<file path="config.mk">
export PLATFORM = sky130hd
export DESIGN_NAME = msp_queue
export DESIGN_NICKNAME = d
export VERILOG_FILES = /design/src/rtl/core/msp_pkg.sv /design/src/rtl/core/msp_queue.sv
export SDC_FILE = /design/constraint.sdc
export NUM_CORES = 1
export LEC_CHECK = 0
export BUFFER_PORTS_ARGS = -buffer_cell sky130_fd_sc_hd__buf_4
export CORE_MARGIN = 2
export CORE_UTILIZATION = 40
export DETAILED_ROUTE_END_ITERATION = 10
export HOLD_SLACK_MARGIN = 0.1
export PLACE_DENSITY = 0.66
export SLEW_MARGIN = 20
export SYNTH_ARGS = -nofsm -noshare
export SYNTH_HDL_FRONTEND = slang
export SYNTH_SLANG_ARGS = --single-unit
export TNS_END_PERCENT = 50
</file>
<file path="constraint.sdc">
create_clock -name i_clk -period 10.55 [get_ports i_clk]
set_clock_uncertainty 0.15 [all_clocks]
set_input_delay 1.055 -clock i_clk [delete_from_list [all_inputs] [get_ports i_clk]]
set_output_delay 1.055 -clock i_clk [all_outputs]
set_load 0.01 [all_outputs]
</file>
<file path="src/rtl/core/msp_pkg.sv">
package msp_pkg;

    localparam int NUM_W = 64;
    localparam int DEN_W = 84;
    localparam int QUO_W = 32;
    localparam int QUEUE_DEPTH = 2;

    localparam logic [2:0] KIND_MOTOR1 = 3'd0;
    localparam logic [2:0] KIND_MOTOR2 = 3'd1;
    localparam logic [2:0] KIND_DRIVE1 = 3'd2;
    localparam logic [2:0] KIND_DRIVE2 = 3'd3;
    localparam logic [2:0] KIND_CENTRE = 3'd4;
    localparam logic [2:0] KIND_ANGLE  = 3'd5;

    localparam logic [1:0] ST_OK       = 2'd0;
    localparam logic [1:0] ST_FALLBACK = 2'd1;
    localparam logic [1:0] ST_REJECT   = 2'd2;

    localparam logic [2:0] REG_MOTOR1_MAX = 3'd0;
    localparam logic [2:0] REG_MOTOR2_MAX = 3'd1;
    localparam logic [2:0] REG_DRIVE1_SC  = 3'd2;
    localparam logic [2:0] REG_DRIVE2_SC  = 3'd3;
    localparam logic [2:0] REG_BASE_LEN   = 3'd4;
    localparam logic [2:0] REG_BASE_IN_MM = 3'd5;

    typedef struct packed {
        logic        mx1_neg;
        logic        mx2_neg;
        logic [31:0] mx1_mag;
        logic [31:0] mx2_mag;
        logic [31:0] sc1_mag;
        logic [31:0] sc2_mag;
        logic [31:0] base_mag;
        logic [4:0]  zero;
        logic        in_mm;
    } t_cfg;

    typedef struct packed {
        logic rej;
        logic fail;
        logic full;
    } t_flags;

    typedef struct packed {
        t_flags           flags;
        logic [NUM_W-1:0] num;
        logic [DEN_W-1:0] den;
    } t_job;

    typedef struct packed {
        logic [1:0]  status;
        logic [31:0] m1;
        logic [31:0] m2;
        logic [31:0] d1;
        logic [31:0] d2;
        logic [31:0] centre;
    } t_res;

    function automatic logic [31:0] mag32(logic [31:0] v);
        return v[31] ? (~v + 32'd1) : v;
    endfunction

endpackage

</file>
<file path="src/rtl/core/msp_queue.sv">
module msp_queue (
    input  logic          i_clk,
    input  logic          i_rst_n,
    input  logic          i_push,
    input  msp_pkg::t_job i_job,
    output logic          o_valid,
    output msp_pkg::t_job o_job,
    output logic          o_full
);
    localparam int PTR_W = $clog2(msp_pkg::QUEUE_DEPTH);
    localparam int CNT_W = $clog2(msp_pkg::QUEUE_DEPTH + 1);

    msp_pkg::t_job    r_mem [0:msp_pkg::QUEUE_DEPTH-1];
    logic [PTR_W-1:0] r_wr_ptr, r_rd_ptr;
    logic [CNT_W-1:0] r_count;
    logic             pop;

    // The back end never stalls, so the head is taken whenever it is present.
    assign pop     = (r_count != '0);
    assign o_valid = pop;
    assign o_job   = r_mem[r_rd_ptr];
    assign o_full  = (r_count == CNT_W'(msp_pkg::QUEUE_DEPTH));

    always_ff @(posedge i_clk) begin
        if (!i_rst_n) begin
            r_wr_ptr <= '0;
            r_rd_ptr <= '0;
            r_count  <= '0;
        end else begin
            if (i_push) begin
                r_wr_ptr <= (r_wr_ptr == PTR_W'(msp_pkg::QUEUE_DEPTH - 1)) ? '0
                                                                          : r_wr_ptr + 1'b1;
            end
            if (pop) begin
                r_rd_ptr <= (r_rd_ptr == PTR_W'(msp_pkg::QUEUE_DEPTH - 1)) ? '0
                                                                          : r_rd_ptr + 1'b1;
            end
            r_count <= r_count + CNT_W'(i_push) - CNT_W'(pop);
        end
        if (i_push) begin
            r_mem[r_wr_ptr] <= i_job;
        end
    end

endmodule

</file>
==> qor.csv <==
metric;value;unit
die_h;173;um
endpoint_kind;output port;
via_per_inst;4.65;
drc;0;
grt_pass1_vias;6015;
whs;0.400;ns
ys_seq_elements;307;
finalSetupViolCount;0;
grt_max_degree;77;
period_needed;4.13;ns
synth.area.top_cells;edfxtp_1 79%, mux2_4 12%, mux2_2 6.0%;
rsz0062_at_grt;false;
pin_count;307;
yosysMostFrequentCell;edfxtp_1;
leakagePower;5.86;nW
yosys-top-cells-count;302 x edfxtp_1, 90 x mux2_4, 61 x mux2_2;
synth_flop_cell;edfxtp_1;
reg2reg_slack;8.38;ns
htreeDepth;2;
clkTransAtPathRegs;0.06;ns
post-route-period-util;0.391;
drt_pass1_iterations;4;
vias;5704;
grt_util_all_layers;0.144;
cts_tree;built;
cts_root_buf;clkbuf_16;
ff2ff_path_depth;2;
wirelength;22.5;mm
core-area;0.0280;mm2
synthCells;492;
fmax;0.242;GHz
synth_edf_count;302;
avgSynthCellArea;23.3;um2
seq_area_frac_synth;0.799;
post-dp-hpwl;14.6;mm
status;finished clean;
hold_viol;0;
crit_type;flip-flop to output port;
hold_buffers;0;
clock-sinks;307;
async_flop_share;0;
initial_core_util;0.410;
diodes;0;
portBuffers;306;
grt_pass1_wl;33.5;mm
r2r-start;r_wr_ptr;
die_w;173;um
synth_nets;647;
yosysWarnings;0;
antenna_found_initial;0;
clockBufferDepth;3;
critPathLaunchType;flip-flop;
yosys.area.top_type;edfxtp_1;
hold_path_class;flip-flop to flip-flop;
finalPower;2.82;mW
syn_area;0.0115;mm2
rr_endpoint;r_mem[1][50];
cts_setup_buffers;0;
maxSlewViolCount;0;
max_slew_margin;0.286;
first_iter_violations;277;
multi_input_area;0.00216;mm2
area_growth;32.8;%
cp.required;9.35;ns
cp.arrival;2.92;ns
synth_top_cell_area_share;0.790;
die-area;0.0301;mm2
cts_resized;0;
postRouteAntennaNets;0;
crit_fanout;62;
row_count;61;
p_per_area;185;mW/mm2
fin_setup_tns;0;ns
max_cap_viol_count;0;
crit_path_end;o_job[0];
routedWlPerCell;18.4;um
fill_cells;2208;
synthDistinctLibCells;17;
clock_latency;0.49;ns
drive_gt1_frac;0.604;
gp_congestion;0.790;
finalNetCount;979;
cts_made_buffers;34;
ir_worst_vdd;0.167;mV
seq_area;0.00917;mm2
grt_overflow_total;0;
tightest_slew;1.07;ns
metrics by stage:
| step | setup WS [ns] | area (um2) | util | std cells |
|---|---|---|---|---|
| 2_1_floorplan | 2.10 | 11500 | - | 492 |
| 3_3_place_gp | 6.90 | 14100 | 0.505 | 1165 |
| 3_5_place_dp | 6.87 | 14100 | 0.505 | 1165 |
| 4_1_cts | 6.33 | 15200 | 0.543 | 1226 |
| 5_1_grt | 6.22 | 15200 | 0.544 | 1227 |
| 6_report | 6.42 | 15200 | 0.544 | 1227 |
kinds of logic after synthesis:
family / synth area share
simple gates: 0.00665
fa+ha+maj: 0.00109
compound gates: 0.00109
buf+inv: 0.0134
mux: 0.179
flops: 0.799
final cells by class:
type	instances	share of cell area
flip-flops and latches	307	0.602
multi-input cells	168	0.142
repair buffers	313	0.156
well taps	378	0.0310
clock inverters	17	0.00690
clock buffers	44	0.0625
layer usage:
metal  share of wire  up-vias  track usage
li1                -     2632            -
met1            0.38     2790        0.169
met2            0.49      229        0.239
met3           0.088       53       0.0500
met4           0.041        0       0.0657
met5               0        -            0
worst max-delay path, cell delays in order, from the launching register on:
cell	delay, ns
dfxtp_4	0.96
buf_4	0.83
mux2_2	0.42
buf_4	0.15
registers in the layout (all words and copies together) (netlist names), named ones only:
name / flops
r_count: 2
r_mem: 302
r_rd_ptr: 1
r_wr_ptr: 1
how the worst min path moves through the flow:
stage	endpoint	slack [ns]	from	depth (start not counted)
global placement	r_count[1]	0.38	r_count[1]	2
finish	r_count[1]	0.40	r_count[1]	2
floorplan	r_count[1]	0.34	r_count[1]	2
detailed placement	r_count[1]	0.39	r_count[1]	2
global route	flip-flop	0.44	r_rd_ptr	2
CTS	r_count[1]	0.40	r_count[1]	2
report_power, final:
group | switching [mW] | internal, mW | leakage, nW
logic | 0.124 | 0.167 | 2.47
clock network | 0.437 | 0.661 | 0.517
registers | 0.0211 | 1.41 | 2.88
cells in the final DEF, fill, tap and decap left out, drive strengths merged:
cell type / count
o21ai: 1
mux2i: 1
bufinv: 1
buf: 313
edfxtp: 302
nor2b: 4
inv: 1
o21a: 1
clkbuf: 44
clkinvlp: 1
and2: 2
clkinv: 14
ha: 1
dfxtp: 5
or2: 1
and3: 2
mux2: 151
nand2b: 1
or3: 1
nand2: 2
(Power assumes the default switching activity.)
